==> config.mk <==
export PLATFORM = sky130hd
export DESIGN_NAME = nalb_ram
export DESIGN_NICKNAME = d
export VERILOG_FILES = /design/src/hw/rtl/node_adjacency_list_builder_core_macros.svh /design/src/hw/rtl/nalb_ram.sv
export SDC_FILE = /design/constraint.sdc
export NUM_CORES = 1
export LEC_CHECK = 0
export BUFFER_PORTS_ARGS = -buffer_cell sky130_fd_sc_hd__buf_2
export CORE_ASPECT_RATIO = 1.75
export CORE_UTILIZATION = 54
export CTS_CLUSTER_SIZE = 8
export DETAILED_ROUTE_END_ITERATION = 16
export PLACE_DENSITY = 0.7
export SETUP_SLACK_MARGIN = 0.4
export SKIP_CTS_REPAIR_TIMING = 1
export SYNTH_ARGS = -nofsm -noshare
export SYNTH_HDL_FRONTEND = slang
export SYNTH_SLANG_ARGS = --single-unit
==> constraint.sdc <==
create_clock -name clk -period 4.5 [get_ports clk]
set_input_delay 0.45 -clock clk [delete_from_list [all_inputs] [get_ports clk]]
set_output_delay 0.45 -clock clk [all_outputs]
set_load 0.05 [all_outputs]
==> src/hw/rtl/node_adjacency_list_builder_core_macros.svh <==
// assertion macros for the adjacency list builder
`ifndef NODE_ADJACENCY_LIST_BUILDER_CORE_MACROS_SVH
`define NODE_ADJACENCY_LIST_BUILDER_CORE_MACROS_SVH

// same-cycle implication, checked on the rising clock edge outside reset
`define NALB_ASSERT_IMPLY(lbl, ante, cons) \
  lbl: assert property (@(posedge clk) disable iff (rst) (ante) |-> (cons)) \
    else $error("assertion failed: lbl");

// next-cycle implication, checked on the rising clock edge outside reset
`define NALB_ASSERT_NEXT(lbl, ante, cons) \
  lbl: assert property (@(posedge clk) disable iff (rst) (ante) |=> (cons)) \
    else $error("assertion failed: lbl");

`endif

==> src/hw/rtl/nalb_ram.sv <==
// generic simple dual-port ram with registered read data
module nalb_ram #(
  parameter int unsigned DEPTH = 64,
  parameter int unsigned WIDTH = 8,
  localparam int unsigned AW = (DEPTH > 1) ? $clog2(DEPTH) : 1
) (
  input  logic             clk,
  input  logic             we,
  input  logic [AW-1:0]    waddr,
  input  logic [WIDTH-1:0] wdata,
  input  logic             re,
  input  logic [AW-1:0]    raddr,
  output logic [WIDTH-1:0] rdata
);

  logic [WIDTH-1:0] mem [DEPTH];

  always_ff @(posedge clk) begin
    if (we) begin
      mem[waddr] <= wdata;
    end
  end

  always_ff @(posedge clk) begin
    if (re) begin
      rdata <= mem[raddr];
    end
  end

endmodule

==> metrics.md <==
| Metric | Value |
|---|---|
| Initial core utilization | `a little over half` |
| PortBufs | `30` |
| Fin. Hold Viols | `0` |
| Worst-Margin Slew | `between 1 and 1.5 ns` |
| Critical R2R Launch | `mem[47][0]` |
| Ports | `31` |
| LEAKAGE | `0.007142 uW` |
| CP top delay family | `buffers and inverters` |
| Final setup vio count | `0` |
| DIE AREA | `around 38,000 um2` |
| Die width | `148.4 um` |
| DRT Wirelength | `between 40,000 and 50,000 um` |
| Total iterations of the first detailed-routing run | `5` |
| H-tree Lvls | `3` |
| Clock root buffer | `clkbuf_16` |
| Final Net Count | `around 1,000` |
| Slew margin rel. | `between 10% and 20%` |
| Cell with the most instances after synthesis | `edfxtp_1` |
| Die Ht | `258.2 um` |
| Crit Path Max Fanout | `between 50 and 60` |
| Tcrit/Tclk final | `approximately 56%` |
| Worst Path Arrival | `about 2.8 ns` |
| Number of CTS-inserted buffers | `74` |
| GR Util All Layers | `24.61%` |
| Row cnt | `93` |
| CTS sink cnt | `520` |
| Total gr overflow | `0` |
| Top cells by area, synth | `edfxtp_1 (77%), mux4_2 (14%), nor2_1 (1.5%)` |
| Share of cells above drive strength 1 | `between 20% and 30%` |
| Final Slew Violations | `0` |
| Synth warn | `0` |
| Final GP Congestion | `0.8494` |
| ANT cells | `0` |
| Slowest-stage cell, CP | `mux4_2` |
| Cell Area, Placed | `20,820 um2` |
| Main synth FF type | `edfxtp_1` |
| Sequential element share of the synthesized area | `between 70% and 80%` |
| First-pass GRT wire length | `66,050 um` |
| Clk_lat worst skew | `between 0.5 and 0.6 ns` |
| Avg WL per Cell | `about 30 um` |
| Crit-path max cell delay | `~0.53 ns` |
| Largest net degree at the start of global routing | `65` |
| Hold path start | `re` |
| DP HPWL | `28,530 um` |
| Antenna Nets Post-Route | `0` |
| Crit-path cells | `clkbuf_8 -> buf_12 -> buf_4 -> mux4_2 -> nor2_1 -> nor2_1 -> nor3_1 -> o32ai_1` |
| Final instance area | `22,800 um2` |
| Syn Nets | `roughly 960` |
| Initial antenna violation count | `0` |
| Core area | `~37,000 um2` |
| Max Fclk | `394.2 MHz` |
| RSZ-0062 raised after global routing | `false` |
| Ys async rst share | `0%` |
| WP buf/inv | `3` |
| Final Power | `approximately 11,000 uW` |
| Vias | `roughly 9,600` |
| Starting DRT DRC Count | `between 900 and 1,000` |
| Yosys reg bits | `520` |
| Most used cell, CP | `nor2_1` |
| Number of global-route vias before repair | `~10,000` |
| Post-synth top area cell | `edfxtp_1` |
| Min Tclk post-route | `around 2.5 ns` |
| Status | `complete, no violations` |
| CP Class | `input port to flip-flop` |
| Synth top area share | `77.12%` |
| Worst setup startpoint | `raddr[0]` |
| Worst EP required | `between 4 and 5 ns` |
| Max_cap viols | `0` |
| Hold WC Path Type | `input port to flip-flop` |
| Setup TNS | `0 ns` |
| Post-synth EDFFs | `520` |
| Crit. End Element | `flip-flop` |
| DRC viols | `0` |
| Max VDD drop | `0.0003473 V` |
| Avg Inst Size Synth | `between 20 and 25 um2` |
| Clock Tree Buf Depth | `3` |
| Synthesized instance count | `940` |
| Setup crit start kind | `input port` |
| Clock Skew | `approximately 0.019 ns` |
| Area delta synth->final | `12.63%` |
| Netlist cell types | `39` |
| Pwr dens | `around 470 nW/um2` |
| Synthesized area | `just over 20,000 um2` |
| Clk pin slew, worst setup/hold paths | `approximately 0.05 ns` |
| Synth cell count leaders | `edfxtp_1 (520), mux4_2 (126), nor2_1 (83), mux2i_1 (23), nand2_1 (19)` |
| CTS tree | `yes` |
| Via density | `~6.5` |
sequential cells by signal, indices dropped and copies added (netlist names):
name,flops
mem,512
rdata,8
logic make-up (layout without fill, tap and decap cells):
logic type / after synthesis / count (layout) / share of synthesized area, %
AOI/OAI and AO/OA: 54 / 54 / 2.064
muxes: 162 / 162 / 15.88
and+or+nand+nor: 153 / 153 / 3.374
DFF: 520 / 520 / 77.12
buffers and inverters: 51 / 125 / 1.563
layout by cell type (no fill, tap or decap), types with 13 or more instances in the layout:
master and instances:
buf_4 16, buf_2 27, nand2_1 19, nand3_1 13, mux4_2 126, mux2_2 13, nor2b_1 14, nor2_1 83
clkbuf_16 79, mux2i_1 23, edfxtp_1 520
power breakdown:
part | total, uW | switching [uW] | internal (uW)
clock network | 4880 | 1830 | 3050
logic | 498 | 321 | 178
registers | 5400 | 12.3 | 5390
total | 10800 | 2170 | 8610
stage by stage:
step / hold WS [ns] / utilization (%) / std cells / setup WS [ns]
6_report: 0.2756 / 61.82 / 1489 / 1.963
5_1_grt: 0.2616 / 61.82 / 1489 / 1.850
3_5_place_dp: 0.8561 / 56.44 / 1409 / 1.300
4_1_cts: 0.2576 / 61.82 / 1489 / 1.889
3_3_place_gp: 0.8576 / 56.44 / 1409 / 1.290
2_1_floorplan: 0.5489 / - / 940 / 2.244
layout make-up:
type | count | area, um2
Sequential cell | 520 | 15620
Fill cell | 2457 | 14080
Multi-Input combinational cell | 369 | 4320
Clock buffer | 79 | 1977
Tap cell | 475 | 594.3
Timing Repair Buffer | 45 | 289.0
Clock inverter | 1 | 8.758
path summary, 6_finish.rpt:
path | end | slack [ns] | cells after the start
worst min-delay path | rdata[5] | 0.28 | 1
worst max register to register | rdata[0] | 2.12 | 4
worst max-delay path | rdata[4] | 1.96 | 8
worst min register to register | rdata[1] | 0.93 | 4
layer usage:
layer / up-vias / track usage, % / wire length [um]
met5: - / 0 / 0
met4: 0 / 10.37 / 1507
met3: 86 / 3.905 / 2814
met2: 410 / 44.82 / 25030
met1: 5086 / 28.59 / 15490
li1: 4026 / - / -
No activity file was read; power rests on OpenSTA's default activity.
