[src/hw/rtl/node_adjacency_list_builder_core_macros.svh]
// assertion macros for the adjacency list builder
`ifndef NODE_ADJACENCY_LIST_BUILDER_CORE_MACROS_SVH
`define NODE_ADJACENCY_LIST_BUILDER_CORE_MACROS_SVH

// same-cycle implication, checked on the rising clock edge outside reset
`define NALB_ASSERT_IMPLY(lbl, ante, cons) \
  lbl: assert property (@(posedge clk) disable iff (rst) (ante) |-> (cons)) \
    else $error("assertion failed: lbl");

// next-cycle implication, checked on the rising clock edge outside reset
`define NALB_ASSERT_NEXT(lbl, ante, cons) \
  lbl: assert property (@(posedge clk) disable iff (rst) (ante) |=> (cons)) \
    else $error("assertion failed: lbl");

`endif

[src/hw/rtl/nalb_pkg.sv]
// shared constants and types of the adjacency list builder
package nalb_pkg;

  localparam int unsigned NODE_COUNT    = 4096;
  localparam int unsigned MAX_NEIGHBORS = 64;

  localparam int unsigned NODE_W  = 12;
  localparam int unsigned SLOT_W  = 18;
  localparam int unsigned COUNT_W = 7;

  localparam int unsigned SEEN_AW = (NODE_COUNT > 1) ? $clog2(NODE_COUNT) : 1;
  localparam int unsigned ML_AW   = (MAX_NEIGHBORS > 1) ? $clog2(MAX_NEIGHBORS) : 1;

  // seen bitmap port request
  typedef struct packed {
    logic               we;
    logic [SEEN_AW-1:0] waddr;
    logic               wdata;
    logic               re;
    logic [SEEN_AW-1:0] raddr;
  } seen_req_t;

  // marked list port request
  typedef struct packed {
    logic              we;
    logic [ML_AW-1:0]  waddr;
    logic [NODE_W-1:0] wdata;
    logic              re;
    logic [ML_AW-1:0]  raddr;
  } ml_req_t;

  // controller status seen by the top level
  typedef struct packed {
    logic clearing;
    logic unmarking;
  } ctrl_status_t;

endpackage

[src/hw/rtl/nalb_ctrl.sv]
// sequencer and datapath: bitmap read-modify-write, slot math, unmark sweep
module nalb_ctrl (
  input  logic                         clk,
  input  logic                         rst,
  input  logic                         in_valid,
  output logic                         in_stall,
  input  logic [nalb_pkg::NODE_W-1:0]  center_node,
  input  logic [nalb_pkg::NODE_W-1:0]  candidate_node,
  input  logic                         last_of_center,
  output logic                         out_valid,
  input  logic                         out_stall,
  output logic                         is_new_neighbor,
  output logic [nalb_pkg::NODE_W-1:0]  neighbor_node,
  output logic [nalb_pkg::SLOT_W-1:0]  slot,
  output logic [nalb_pkg::COUNT_W-1:0] neighbor_count,
  output logic                         center_done,
  output logic                         overflow,
  output nalb_pkg::seen_req_t          seen_req,
  input  logic                         seen_rdata,
  output nalb_pkg::ml_req_t            ml_req,
  input  logic [nalb_pkg::NODE_W-1:0]  ml_rdata,
  output nalb_pkg::ctrl_status_t       status
);

  localparam logic [1:0] ST_CLR    = 2'd0;
  localparam logic [1:0] ST_IDLE   = 2'd1;
  localparam logic [1:0] ST_RD     = 2'd2;
  localparam logic [1:0] ST_UNMARK = 2'd3;

  logic [1:0]                     state;
  logic [nalb_pkg::SEEN_AW-1:0]   clr_addr;
  logic [nalb_pkg::NODE_W-1:0]    cen;
  logic [nalb_pkg::NODE_W-1:0]    cand;
  logic                           last;
  logic [nalb_pkg::COUNT_W-1:0]   count;
  logic [nalb_pkg::SLOT_W-1:0]    offset;
  logic [nalb_pkg::COUNT_W-1:0]   um_idx;
  logic [nalb_pkg::COUNT_W-1:0]   um_n;
  logic                           pend;

  logic                           accept;
  logic                           out_ready;
  logic                           hit;
  logic                           room;
  logic                           is_new;
  logic [nalb_pkg::COUNT_W-1:0]   count_next;
  logic                           um_more;

  assign accept = in_valid && !in_stall;
  assign in_stall = (state != ST_IDLE);
  // output register is free or being drained at this edge
  assign out_ready = !out_valid || !out_stall;

  assign hit = (cand != cen) && (32'(cand) < nalb_pkg::NODE_COUNT) && !seen_rdata;
  assign room = 32'(count) < nalb_pkg::MAX_NEIGHBORS;
  assign is_new = hit && room;
  assign count_next = count + nalb_pkg::COUNT_W'(is_new);
  assign um_more = um_idx < um_n;

  assign status.clearing  = (state == ST_CLR);
  assign status.unmarking = (state == ST_UNMARK);

  // memory requests
  always_comb begin
    seen_req.we    = 1'b0;
    seen_req.waddr = clr_addr;
    seen_req.wdata = 1'b0;
    seen_req.re    = accept;
    seen_req.raddr = nalb_pkg::SEEN_AW'(candidate_node);
    unique case (state)
      ST_CLR: begin
        seen_req.we = 1'b1;
      end
      ST_IDLE: begin
        seen_req.we = 1'b0;
      end
      ST_RD: begin
        seen_req.we    = is_new && out_ready;
        seen_req.waddr = nalb_pkg::SEEN_AW'(cand);
        seen_req.wdata = 1'b1;
      end
      ST_UNMARK: begin
        seen_req.we    = pend;
        seen_req.waddr = nalb_pkg::SEEN_AW'(ml_rdata);
      end
    endcase
  end

  assign ml_req.we    = (state == ST_RD) && is_new && out_ready;
  assign ml_req.waddr = nalb_pkg::ML_AW'(count);
  assign ml_req.wdata = cand;
  assign ml_req.re    = (state == ST_UNMARK) && um_more;
  assign ml_req.raddr = nalb_pkg::ML_AW'(um_idx);

  // control state
  always_ff @(posedge clk) begin
    if (rst) begin
      state     <= ST_CLR;
      clr_addr  <= '0;
      count     <= '0;
      offset    <= '0;
      um_idx    <= '0;
      um_n      <= '0;
      pend      <= 1'b0;
      out_valid <= 1'b0;
    end else begin
      if (out_valid && !out_stall) begin
        out_valid <= 1'b0;
      end
      unique case (state)
        ST_CLR: begin
          clr_addr <= clr_addr + 1'b1;
          if (clr_addr == nalb_pkg::SEEN_AW'(nalb_pkg::NODE_COUNT - 1)) begin
            state <= ST_IDLE;
          end
        end
        ST_IDLE: begin
          if (accept) begin
            state <= ST_RD;
          end
        end
        ST_RD: begin
          // hold the item here while the previous result is stalled
          if (out_ready) begin
            out_valid <= 1'b1;
            if (last) begin
              offset <= offset + nalb_pkg::SLOT_W'(count_next);
              count  <= '0;
              um_n   <= count_next;
              um_idx <= '0;
              pend   <= 1'b0;
              state  <= (count_next != '0) ? ST_UNMARK : ST_IDLE;
            end else begin
              count <= count_next;
              state <= ST_IDLE;
            end
          end
        end
        ST_UNMARK: begin
          pend <= um_more;
          if (um_more) begin
            um_idx <= um_idx + 1'b1;
          end
          if (!um_more && !pend) begin
            state <= ST_IDLE;
          end
        end
      endcase
    end
  end

  // payload registers
  always_ff @(posedge clk) begin
    if (accept) begin
      cen  <= center_node;
      cand <= candidate_node;
      last <= last_of_center;
    end
    if ((state == ST_RD) && out_ready) begin
      is_new_neighbor <= is_new;
      neighbor_node   <= cand;
      slot            <= is_new ? (offset + nalb_pkg::SLOT_W'(count)) : '0;
      neighbor_count  <= count_next;
      center_done     <= last;
      overflow        <= hit && !room;
    end
  end

endmodule
[config.mk]
export PLATFORM = sky130hd
export DESIGN_NAME = nalb_ctrl
export DESIGN_NICKNAME = d
export VERILOG_FILES = /design/src/hw/rtl/node_adjacency_list_builder_core_macros.svh /design/src/hw/rtl/nalb_pkg.sv /design/src/hw/rtl/nalb_ctrl.sv
export SDC_FILE = /design/constraint.sdc
export NUM_CORES = 1
export LEC_CHECK = 0
export BUFFER_PORTS_ARGS = -buffer_cell sky130_fd_sc_hd__buf_4
export CAP_MARGIN = 20
export CORE_ASPECT_RATIO = 1.25
export CORE_MARGIN = 1.5
export CORE_UTILIZATION = 58
export CTS_CLUSTER_SIZE = 28
export DETAILED_ROUTE_END_ITERATION = 7
export PLACE_DENSITY = 0.92
export SLEW_MARGIN = 10
export SYNTH_ARGS = -nofsm -noshare
export SYNTH_HDL_FRONTEND = slang
export SYNTH_SLANG_ARGS = --single-unit
[constraint.sdc]
create_clock -name clk -period 6.6 [get_ports clk]
set_clock_uncertainty 0.15 [all_clocks]
set_input_delay 0.66 -clock clk [delete_from_list [all_inputs] [get_ports clk]]
set_output_delay 0.66 -clock clk [all_outputs]
set_load 0.005 [all_outputs]
==> results.ini, run 1 <==
[run_status]
run_status=finished, final reports clean

[sta]
final_hold_viol_count=0
worst_slew_pin_slew_ns=0.966
fin_ws_ns=1.91
setup_tns_ns=0
timing.fmax_mhz=213
final-max-slew-violation-count=0
max-slew-margin-rel_pct=35.6
finalSetupViolations=0
fin_crit_ns=4.69
period_share_pct=71.0
grt_setup_unrepaired=no

[worst_setup_path]
r2r_cells=14
crit_chain=xor2_1 -> nor4_1 -> a31oi_1 -> nand2b_1 -> inv_1 -> ha_1 -> ha_1 -> fa_1 -> a21oi_1 -> o21bai_2 -> a2111oi_4 -> nor3_2 -> nand3_1 -> mux2_4
start_kind=flip-flop
crit_type=flip-flop to flip-flop
cp_max_fo=19
critPathRequiredTime_ns=6.75
rr_endpoint=offset[14]$_SDFFE_PP0P_
cp-end-kind=flip-flop
crit_top_cell=ha_1
cp.arrival_ns=4.84
r2r_start=cand[9]$_DFFE_PP_
cp_slowest_cell=nand2b_1
r2r_slack_ns=1.91
cpPeakStageDelay_ns=0.60

[die]
dieArea_mm2=0.0111
io_pins=139
die_h_um=117
initial_utilization_pct=59.8
rows=41
core_mm2=0.0101
die_x_um=94.3

[logic_synthesis]
yosysUniqueCellTypes=56
ys_seq_area_share_pct=50.5
synthTopCellsByCount=68 x nor2_1, 65 x edfxtp_1, 56 x nand2_1, 55 x dfxtp_1
synthTopCellsByArea=edfxtp_1 32%, dfxtp_1 18%, ha_1 6.0%
syn_area_per_cell_um2=10.3
mappedNetlistArea_mm2=0.00605
synth_fp_nets=658
yosys_most_used_dff=edfxtp_1
yosysWarnings=0
syn-instance-count=585
yosysMostFrequentCell=nor2_1
yosys_register_bits=120
async_flop_share_pct=0
yosysTopAreaCellShare_pct=32.3
synth_edf_count=65
yosysTopAreaCell=edfxtp_1

[grt]
grt_max_degree=55
grt_pass1_vias=5087
grt_most_used_layer=met2
grt_pass1_wl_mm=25.6
met3_usage_pct=9.37
grt_overflow_total=0
track_usage_pct=31.2
antenna_found_initial=0
grt_use_met2_pct=58.8
met1_usage_pct=31.2

[routing]
ant_nets=0
avgRoutedWirePerCell_um=19.9
drt_iter0_markers=485
first_pass_iters=5
post-route-drc-count=0
routed_via_density=6.09
vias=5093
routed_wl_mm=16.7

[placement]
dp.cells=804
dp.final_hpwl_mm=11.4
place_congestion=0.886
io_buffers=138
dpl_cell_area_mm2=0.00695
place_ws_ns=2.01

[final_layout]
multi_input_area_mm2=0.00261
seq_area_mm2=0.00305
drive_gt1_share_pct=25.5
nets=767
final_cell_count_no_fill=836
fillCellCount=622
syn_to_final_growth_pct=24.2
fin_area_mm2=0.00751
num_antenna_cells=0
final_core_util_pct=74.3

[clock_tree]
cts_max_path_buffers=2
cts.clk_slew.worst_paths_ns=0.06
postCtsHoldBufs=0
clk_latency_ns=0.42
numCtsBuffers=17
cts_max_level=4
post_cts_buffers=0
cts_tree=yes
cts_num_sinks=120
ctsResizeCount=0
cts_root_buffer=clkbuf_16

[run]
maxCapViolCount=0

[power_and_ir_drop]
p_per_area_mw_per_mm2=228
p_leak_nw=3.04
ir_worst_vdd_uv=219

[min_path]
hp-class=input port to flip-flop
hold_depth=1
worstHoldEndpoint=cen[10]$_DFFE_PP_
min_from=center_node[10]

sequential cells by signal, summed over array words and instances (netlist names):
register / flops
cand: 12
cen: 12
center_done: 1
clr_addr: 12
count: 7
is_new_neighbor: 1
last: 1
neighbor_count: 7
neighbor_node: 12
offset: 18
out_valid: 1
overflow: 1
pend: 1
slot: 18
state: 2
um_idx: 7
um_n: 7
kinds of logic (layout without fill, tap and decap cells):
family	count (synthesis)	after routing	share of synthesized area [%]
xor gates and xnor gates	48	48	6.95
and+or+nand+nor	209	209	17.2
buffers and inverters	69	191	6.31
adders and majority gates	31	31	6.66
DFF	120	120	50.5
AOI/OAI and AO/OA	105	105	11.9
muxes	3	3	0.579
stage by stage:
| step | hold slack (ns) | total power, W |
|---|---|---|
| 6_report | 0.268 | 0.00171 |
| 5_1_grt | 0.258 | 0.00175 |
| 4_1_cts | 0.261 | 0.00171 |
| 3_5_place_dp | 0.325 | 0.000848 |
| 3_3_place_gp | 0.307 | 0.000846 |
| 2_1_floorplan | 0.282 | 0.000820 |
power breakdown:
part / internal, W / switching [W] / total (W)
Sequential: 0.000784 / 0.00000199 / 0.000786
Clock: 0.000547 / 0.000333 / 0.000880
Combinational: 0.0000251 / 0.0000223 / 0.0000474
Total: 0.00136 / 0.000358 / 0.00171
worst max-delay path: cells and delay by family (launching register included):
family | cells | cell delay [ns]
adder cells (fa/ha/maj) | 3 | 1.06
AND/OR/NAND/NOR | 4 | 1.18
XOR/XNOR | 1 | 0.18
flip-flops | 1 | 0.45
multiplexers | 1 | 0.30
buffers and inverters | 1 | 0.22
AO/OA/AOI/OAI | 4 | 1.03
worst max path at each step:
stage	start	end	slack (ns)	depth (start not counted)
after floorplan	cand[1]$_DFFE_PP_	offset[14]$_SDFFE_PP0P_	2.90	15
after global placement	cand[1]$_DFFE_PP_	offset[14]$_SDFFE_PP0P_	2.20	14
after detailed placement	cand[1]$_DFFE_PP_	offset[14]$_SDFFE_PP0P_	2.01	14
after CTS	cand[1]$_DFFE_PP_	offset[14]$_SDFFE_PP0P_	1.95	14
after global routing	cand[1]$_DFFE_PP_	offset[10]$_SDFFE_PP0P_	1.47	16
final	cand[9]$_DFFE_PP_	offset[14]$_SDFFE_PP0P_	1.91	14
per-layer routing:
layer | vias up | routed length, um
li1 | 2292 | -
met1 | 2376 | 5530
met2 | 355 | 9000
met3 | 70 | 1410
met4 | 0 | 718
met5 | - | 0
cell usage in the layout (no fill, tap or decap), types with 10 or more instances in the layout:
master	netlist	layout
a22oi_1	17	17
o21ai_0	20	20
ha_1	29	29
buf_4	27	139
inv_1	19	19
a21oi_1	29	29
xor2_1	26	26
nor2_1	68	68
nand4_1	12	12
nand3_1	12	12
nor4_1	10	10
or3_1	10	10
xnor2_1	22	22
nand2_1	56	56
edfxtp_1	65	65
dfxtp_1	55	55
a211oi_1	13	13
clkbuf_16	0	17
cell type report:
cell class | count | share of cell area (%)
clock buffers | 17 | 5.66
multi-input cells | 396 | 34.8
well taps | 129 | 2.15
inverters | 20 | 1.07
flip-flops and latches | 120 | 40.6
clock inverters | 15 | 1.82
repair buffers | 139 | 13.9
Note: power is estimated with default switching activity, not from simulation.
==> run 2: changes to the inputs <==
--- a/config.mk
+++ b/config.mk
@@ -9,10 +9,10 @@
 export CAP_MARGIN = 20
 export CORE_ASPECT_RATIO = 1.25
 export CORE_MARGIN = 1.5
-export CORE_UTILIZATION = 58
+export CORE_UTILIZATION = 49
 export CTS_CLUSTER_SIZE = 28
 export DETAILED_ROUTE_END_ITERATION = 7
-export PLACE_DENSITY = 0.92
+export PLACE_DENSITY = 0.83
 export SLEW_MARGIN = 10
 export SYNTH_ARGS = -nofsm -noshare
 export SYNTH_HDL_FRONTEND = slang
==> constraint.sdc (replaced) <==
create_clock -name clk -period 4 [get_ports clk]
set_clock_uncertainty 0.15 [all_clocks]
set_input_delay 0.4 -clock clk [delete_from_list [all_inputs] [get_ports clk]]
set_output_delay 0.4 -clock clk [all_outputs]
set_load 0.005 [all_outputs]
==> run 2 against run 1 <==
Sequential power grew 65%. Utilization shrank 9.9 points. Clock-buffer cell count is the same. Die area grew 18%. Setup slack lost 1.7 ns. Combinational power grew 70%. Critical path depth is the same. Cell count grew 6.3%. Hold slack lost 0.26 ns. Largest cell class unchanged. Largest power group unchanged.
==> results.ini, run 2 (synthesized netlist as in run 1, its figures left out) <==
[min_path]
hp-class=input port to flip-flop  ; unchanged

[final_layout]
reg_top3=offset: 18 flops, slot: 18 flops  ; unchanged
nets=786  ; was 767
mostFrequentLayoutCells=155 x buf_4, 66 x nor2_1, 65 x edfxtp_1  ; was 139 x buf_4, 68 x nor2_1, 65 x edfxtp_1
layout.cells.most_common=buf_4  ; unchanged
drive_gt1_share_pct=28.1  ; was 25.5%
num_antenna_cells=0  ; unchanged
fillCellCount=891  ; was 622
syn_to_final_growth_pct=29.0  ; was 24.2%

[clock_tree]
cts.clk_slew.worst_paths_ns=0.06  ; about the same
cts_max_level=4  ; unchanged
numCtsBuffers=17  ; unchanged
cts_num_sinks=120  ; unchanged
clk_latency_ns=0.42  ; about the same
cts_tree=yes  ; unchanged
cts_root_buffer=clkbuf_16  ; unchanged
cts_max_path_buffers=2  ; unchanged

[power_and_ir_drop]
swShare_pct=19.9  ; was 20.9%
seqPwrFrac_pct=43.9  ; was 45.9%
p_sw_w=0.000589  ; was 0.000358 W
p_leak_nw=3.15  ; was 3.04 nW
pwr-share-comb_pct=2.7  ; was 2.8%
p_per_area_mw_per_mm2=379  ; was 228 mW/mm^2
cell_internal_pwr_w=0.00237  ; was 0.00136 W
ir_worst_vdd_uv=310  ; was 219 uV
p_clk_share_pct=53.4  ; was 51.4%
finalPower_w=0.00296  ; was 0.00171 W

[sta]
timing.fmax_mhz=261  ; was 213 MHz
period_share_pct=95.8  ; was 71.0%
worst_slew_pin_slew_ns=0.840  ; was 0.966 ns
final-max-slew-violation-count=0  ; unchanged
finalSetupViolations=0  ; unchanged
timing.hold.ws_ns=0.0101  ; was 0.268 ns
final_hold_viol_count=0  ; unchanged
fin_ws_ns=0.166  ; was 1.91 ns
fin_crit_ns=3.83  ; was 4.69 ns
max-slew-margin-rel_pct=44.0  ; was 35.6%

[routing]
routed_wl_mm=15.7  ; was 16.7 mm
avgRoutedWirePerCell_um=17.6  ; was 19.9 um
post-route-drc-count=0  ; unchanged
routed_via_density=5.60  ; was 6.09
vias=4977  ; was 5,093
ant_nets=0  ; unchanged
drt_iter0_markers=357  ; was 485
first_pass_iters=7  ; was 5

[worst_setup_path]
cpPeakStageDelay_ns=0.45  ; was 0.60 ns
crit_buf_inv=1  ; unchanged
cp-end-kind=flip-flop  ; unchanged
crit_chain=xor2_1 -> nor4_1 -> a31oi_1 -> nand2b_1 -> inv_1 -> ha_1 -> ha_1 -> fa_1 -> a21oi_1 -> o21bai_2 -> a2111oi_4 -> nor3_2 -> nand3_1 -> mux2_4  ; unchanged
cp.arrival_ns=3.98  ; was 4.84 ns
crit_top_cell=ha_1  ; unchanged
crit_type=flip-flop to flip-flop  ; unchanged
cp_slowest_cell=a2111oi_4  ; was nand2b_1
start_kind=flip-flop  ; unchanged
cp_top_family=adder cells  ; was simple AND/OR/NAND/NOR gates
cp_max_fo=4  ; was 19
critPathRequiredTime_ns=4.15  ; was 6.75 ns

[run_status]
run_status=finished, final reports clean  ; unchanged

[die]
io_pins=139  ; unchanged
dieArea_mm2=0.0130  ; was 0.0111 mm^2
rows=45  ; was 41
die_h_um=127  ; was 117 um
die_x_um=102  ; was 94.3 um
initial_utilization_pct=50.0  ; was 59.8%
core_mm2=0.0121  ; was 0.0101 mm^2

[placement]
place_ws_ns=0.153  ; was 2.01 ns
io_buffers=138  ; unchanged
dp.final_hpwl_mm=11.0  ; was 11.4 mm
place_congestion=0.887  ; was 0.886

[grt]
grt_pass1_wl_mm=24.4  ; was 25.6 mm
grt_overflow_total=0  ; unchanged
grt_pass1_vias=4992  ; was 5,087
grt_max_degree=55  ; unchanged
antenna_found_initial=0  ; unchanged
track_usage_pct=24.4  ; was 31.2%

[run]
maxCapViolCount=0  ; unchanged

[run 2: cell count changes in the layout (fill, tap and decap cells not counted), sizes merged]
cell and delta:
bufinv +2, clkinvlp +2, buf +16, clkinv -5, dlygate4sd3 +3
[run 2: metrics by stage]
| step | util [%] | cells | TNS, ns | cell area (um^2) |
|---|---|---|---|---|
| final | 64.4 | 889 | 0 | 7800 |
| after global routing | 64.4 | 889 | -0.0355 | 7800 |
| after CTS | 64.0 | 888 | 0 | 7740 |
| after detailed placement | 58.7 | 854 | 0 | 7110 |
| after global placement | 58.7 | 854 | 0 | 7110 |
| after floorplan | - | 585 | 0 | 6050 |
[run 2: repair_timing]
item,4_1_cts,5_1_grt
resized for setup,0,11
hold buffers,3,0
endpoints found under the setup margin,0,11
hold endpoints to repair,3,0
setup buffers,0,1
[run 2: layer usage]
metal | GRT usage [%] | vias up | routed length, um
li1 | - | 2331 | -
met1 | 25.1 | 2352 | 5600
met2 | 45.1 | 249 | 8430
met3 | 6.95 | 45 | 1150
met4 | 10.4 | 0 | 486
met5 | 0 | - | 0
[run 2: area by class of cell]
cell class	count	area (um^2)	share of cell area, %
timing repair buffer	158	1190	15.3
tap	164	205	2.63
multi-input combinational	396	2660	34.1
clock inverter	14	183	2.34
clock buffer	17	425	5.45
inverter	20	80.1	1.03
sequential	120	3050	39.1
[run 2: path summary, 6_finish.rpt]
kind | depth (start not counted) | slack, ns | end | startpoint
max | 14 | 0.17 | offset[14]$_SDFFE_PP0P_ | cand[1]$_DFFE_PP_
min | 1 | 0.01 | last$_DFFE_PP_ | last_of_center
max reg2reg | 14 | 0.17 | offset[14]$_SDFFE_PP0P_ | cand[1]$_DFFE_PP_
min reg2reg | 2 | 0.33 | um_n[3]$_SDFFE_PP0P_ | um_n[3]$_SDFFE_PP0P_
[run 2: power groups by stage]
stage          combinational [W]  sequential (W)  clock [W]
6_report               0.0000808         0.00130    0.00158
5_1_grt                0.0000868         0.00130    0.00164
4_1_cts                0.0000798         0.00130    0.00158
3_5_place_dp           0.0000773         0.00132          0
3_3_place_gp           0.0000752         0.00132          0
2_1_floorplan          0.0000309         0.00132          0
==> run 3: changes to the inputs <==
==> constraint.sdc (replaced) <==
create_clock -name clk -period 4 [get_ports clk]
set_clock_uncertainty 0.15 [all_clocks]
set_input_delay 0.6 -clock clk [delete_from_list [all_inputs] [get_ports clk]]
set_output_delay 0.6 -clock clk [all_outputs]
set_load 0.005 [all_outputs]
==> run 3 against run 2 <==
Sequential power about the same. Critical path type unchanged. Largest cell class unchanged. Clock power about the same. Cell area increased by 0.18%. Die area unchanged. Cell count unchanged. First-iteration DRC count decreased by 4.2%. Hold slack improved by 0.19 ns. Via count decreased by 0.58%. Sequential share of layout area decreased by 0.069 points. Power increased by 0.50%. Clock-buffer cell count unchanged. Setup slack improved by 0.035 ns.
==> results.ini, run 3 (synthesized netlist as in run 1, its figures left out) <==
[sta]
finalSetupViolations=0  ; unchanged
final_hold_viol_count=0  ; unchanged
final-max-slew-violation-count=0  ; unchanged
fin_crit_ns=3.80  ; was 3.83 ns
timing.fmax_mhz=263  ; was 261 MHz
timing.hold.ws_ns=0.197  ; was 0.0101 ns
worst_slew_pin_slew_ns=0.822  ; was 0.840 ns
period_share_pct=95.0  ; was 95.8%
max-slew-margin-rel_pct=45.2  ; was 44.0%

[die]
die_x_um=102  ; unchanged
die_h_um=127  ; unchanged
io_pins=139  ; unchanged
rows=45  ; unchanged
core_mm2=0.0121  ; unchanged
dieArea_mm2=0.0130  ; unchanged
initial_utilization_pct=50.0  ; unchanged

[routing]
drt_iter0_markers=342  ; was 357
avgRoutedWirePerCell_um=17.5  ; was 17.6 um
routed_wl_mm=15.5  ; was 15.7 mm
routed_via_density=5.57  ; was 5.60
ant_nets=0  ; unchanged
post-route-drc-count=0  ; unchanged
vias=4948  ; was 4,977
first_pass_iters=5  ; was 7

[final_layout]
num_antenna_cells=0  ; unchanged
nets=785  ; was 786
mostFrequentLayoutCells=157 x buf_4, 66 x nor2_1, 65 x edfxtp_1  ; was 155 x buf_4, 66 x nor2_1, 65 x edfxtp_1
final_core_util_pct=64.5  ; was 64.4%
layout.cells.most_common=buf_4  ; unchanged
reg_top3=offset: 18 flops, slot: 18 flops  ; unchanged
drive_gt1_share_pct=29.5  ; was 28.1%
syn_to_final_growth_pct=29.2  ; was 29.0%

[worst_setup_path]
critPathRequiredTime_ns=4.16  ; was 4.15 ns
cp_max_fo=4  ; unchanged
r2r_cells=14  ; unchanged
r2r_slack_ns=0.20  ; was 0.17 ns
rr_endpoint=offset[14]$_SDFFE_PP0P_  ; unchanged
r2r_start=cand[0]$_DFFE_PP_  ; was cand[1]$_DFFE_PP_
cp-end-kind=flip-flop  ; unchanged
start_kind=flip-flop  ; unchanged
cp.arrival_ns=3.96  ; was 3.98 ns
crit_type=flip-flop to flip-flop  ; unchanged

[min_path]
hold_depth=1  ; unchanged
hp-class=input port to flip-flop  ; unchanged
min_from=center_node[3]  ; was last_of_center
worstHoldEndpoint=cen[3]$_DFFE_PP_  ; was last$_DFFE_PP_

[grt]
grt_overflow_total=0  ; unchanged
grt_pass1_wl_mm=24.1  ; was 24.4 mm
grt_pass1_vias=4997  ; was 4,992
grt_max_degree=55  ; unchanged
antenna_found_initial=0  ; unchanged
track_usage_pct=24.2  ; was 24.4%

[placement]
io_buffers=138  ; unchanged
dp.final_hpwl_mm=11.0  ; about the same
place_congestion=0.872  ; was 0.887

[power_and_ir_drop]
swShare_pct=21.6  ; was 19.9%
p_per_area_mw_per_mm2=380  ; was 379 mW/mm^2
p_leak_nw=3.17  ; was 3.15 nW
p_sw_w=0.000643  ; was 0.000589 W
cell_internal_pwr_w=0.00233  ; was 0.00237 W
p_clk_share_pct=53.8  ; was 53.4%
ir_worst_vdd_uv=373  ; was 310 uV
pwr-share-comb_pct=2.6  ; was 2.7%
seqPwrFrac_pct=43.6  ; was 43.9%

[clock_tree]
cts_root_buffer=clkbuf_16  ; unchanged
cts_num_sinks=120  ; unchanged
numCtsBuffers=17  ; unchanged
cts_max_level=4  ; unchanged
cts_tree=yes  ; unchanged
postCtsHoldBufs=0  ; was 3
clk_latency_ns=0.43  ; was 0.42 ns
cts.clk_slew.worst_paths_ns=0.06  ; about the same
cts_max_path_buffers=2  ; unchanged

[run]
maxCapViolCount=0  ; unchanged

[run_status]
run_status=finished, final reports clean  ; unchanged

[run 3: area by class of cell]
| cell class | count | area [um^2] |
|---|---|---|
| Fill cell | 881 | 4290 |
| Clock buffer | 17 | 425 |
| Timing Repair Buffer | 157 | 1180 |
| Clock inverter | 15 | 189 |
| Sequential cell | 120 | 3050 |
| Multi-Input combinational cell | 396 | 2680 |
| Tap cell | 164 | 205 |
| Inverter | 20 | 80.1 |
[run 3: what timing repair did]
action	CTS	global route
endpoints found under the hold margin	0	0
setup endpoints to repair	0	10
gates resized for setup	0	14
setup buffers	0	2
[run 3: metrics by stage]
step / area (um^2) / total power (W) / worst slack [ns] / std cells / TNS, ns
after floorplan: 6050 / 0.00135 / 0.297 / 585 / 0
after global placement: 7110 / 0.00140 / 0.312 / 855 / 0
after detailed placement: 7110 / 0.00140 / 0.149 / 855 / 0
after CTS: 7730 / 0.00298 / 0.0972 / 887 / 0
after global routing: 7810 / 0.00304 / -0.0227 / 889 / -0.0425
final: 7810 / 0.00297 / 0.201 / 889 / 0
[run 3: how the worst max path moves through the flow]
stage / startpoint / end / slack [ns] / cells after the start
after floorplan: cand[1]$_DFFE_PP_ / offset[14]$_SDFFE_PP0P_ / 0.30 / 15
after global placement: cand[1]$_DFFE_PP_ / offset[14]$_SDFFE_PP0P_ / 0.31 / 14
after detailed placement: cand[6]$_DFFE_PP_ / offset[13]$_SDFFE_PP0P_ / 0.15 / 14
after CTS: cand[6]$_DFFE_PP_ / offset[13]$_SDFFE_PP0P_ / 0.1 / 14
after global routing: cand[10]$_DFFE_PP_ / offset[17]$_SDFFE_PP0P_ / -0.02 / 16
final: cand[0]$_DFFE_PP_ / offset[14]$_SDFFE_PP0P_ / 0.20 / 14
[run 3: metal layers]
layer	track usage (%)	share of wire (%)	up-vias
met5	0	0	-
met4	8.94	1.9	0
met3	6.78	7.1	27
met2	45.1	55	223
met1	25.3	36	2367
li1	-	-	2331
[run 3: worst max-delay path: stages, from the launching register on]
cell and delay (ns):
edfxtp_1 0.42, xor2_1 0.18, nor4_1 0.27, a31oi_1 0.15, nand2b_1 0.13, inv_1 0.10, ha_1 0.31, ha_1 0.23
fa_1 0.42, a21oi_1 0.21, o21bai_2 0.13, a2111oi_4 0.43, nor3_2 0.12, nand3_1 0.12, mux2_4 0.30
[run 3: power by group through the flow]
stage	Combinational [W]	Sequential (W)	Clock, W
after floorplan	0.0000309	0.00132	0
after global placement	0.0000751	0.00132	0
after detailed placement	0.0000767	0.00132	0
after CTS	0.0000771	0.00130	0.00160
after global routing	0.0000823	0.00130	0.00166
final	0.0000775	0.00130	0.00160
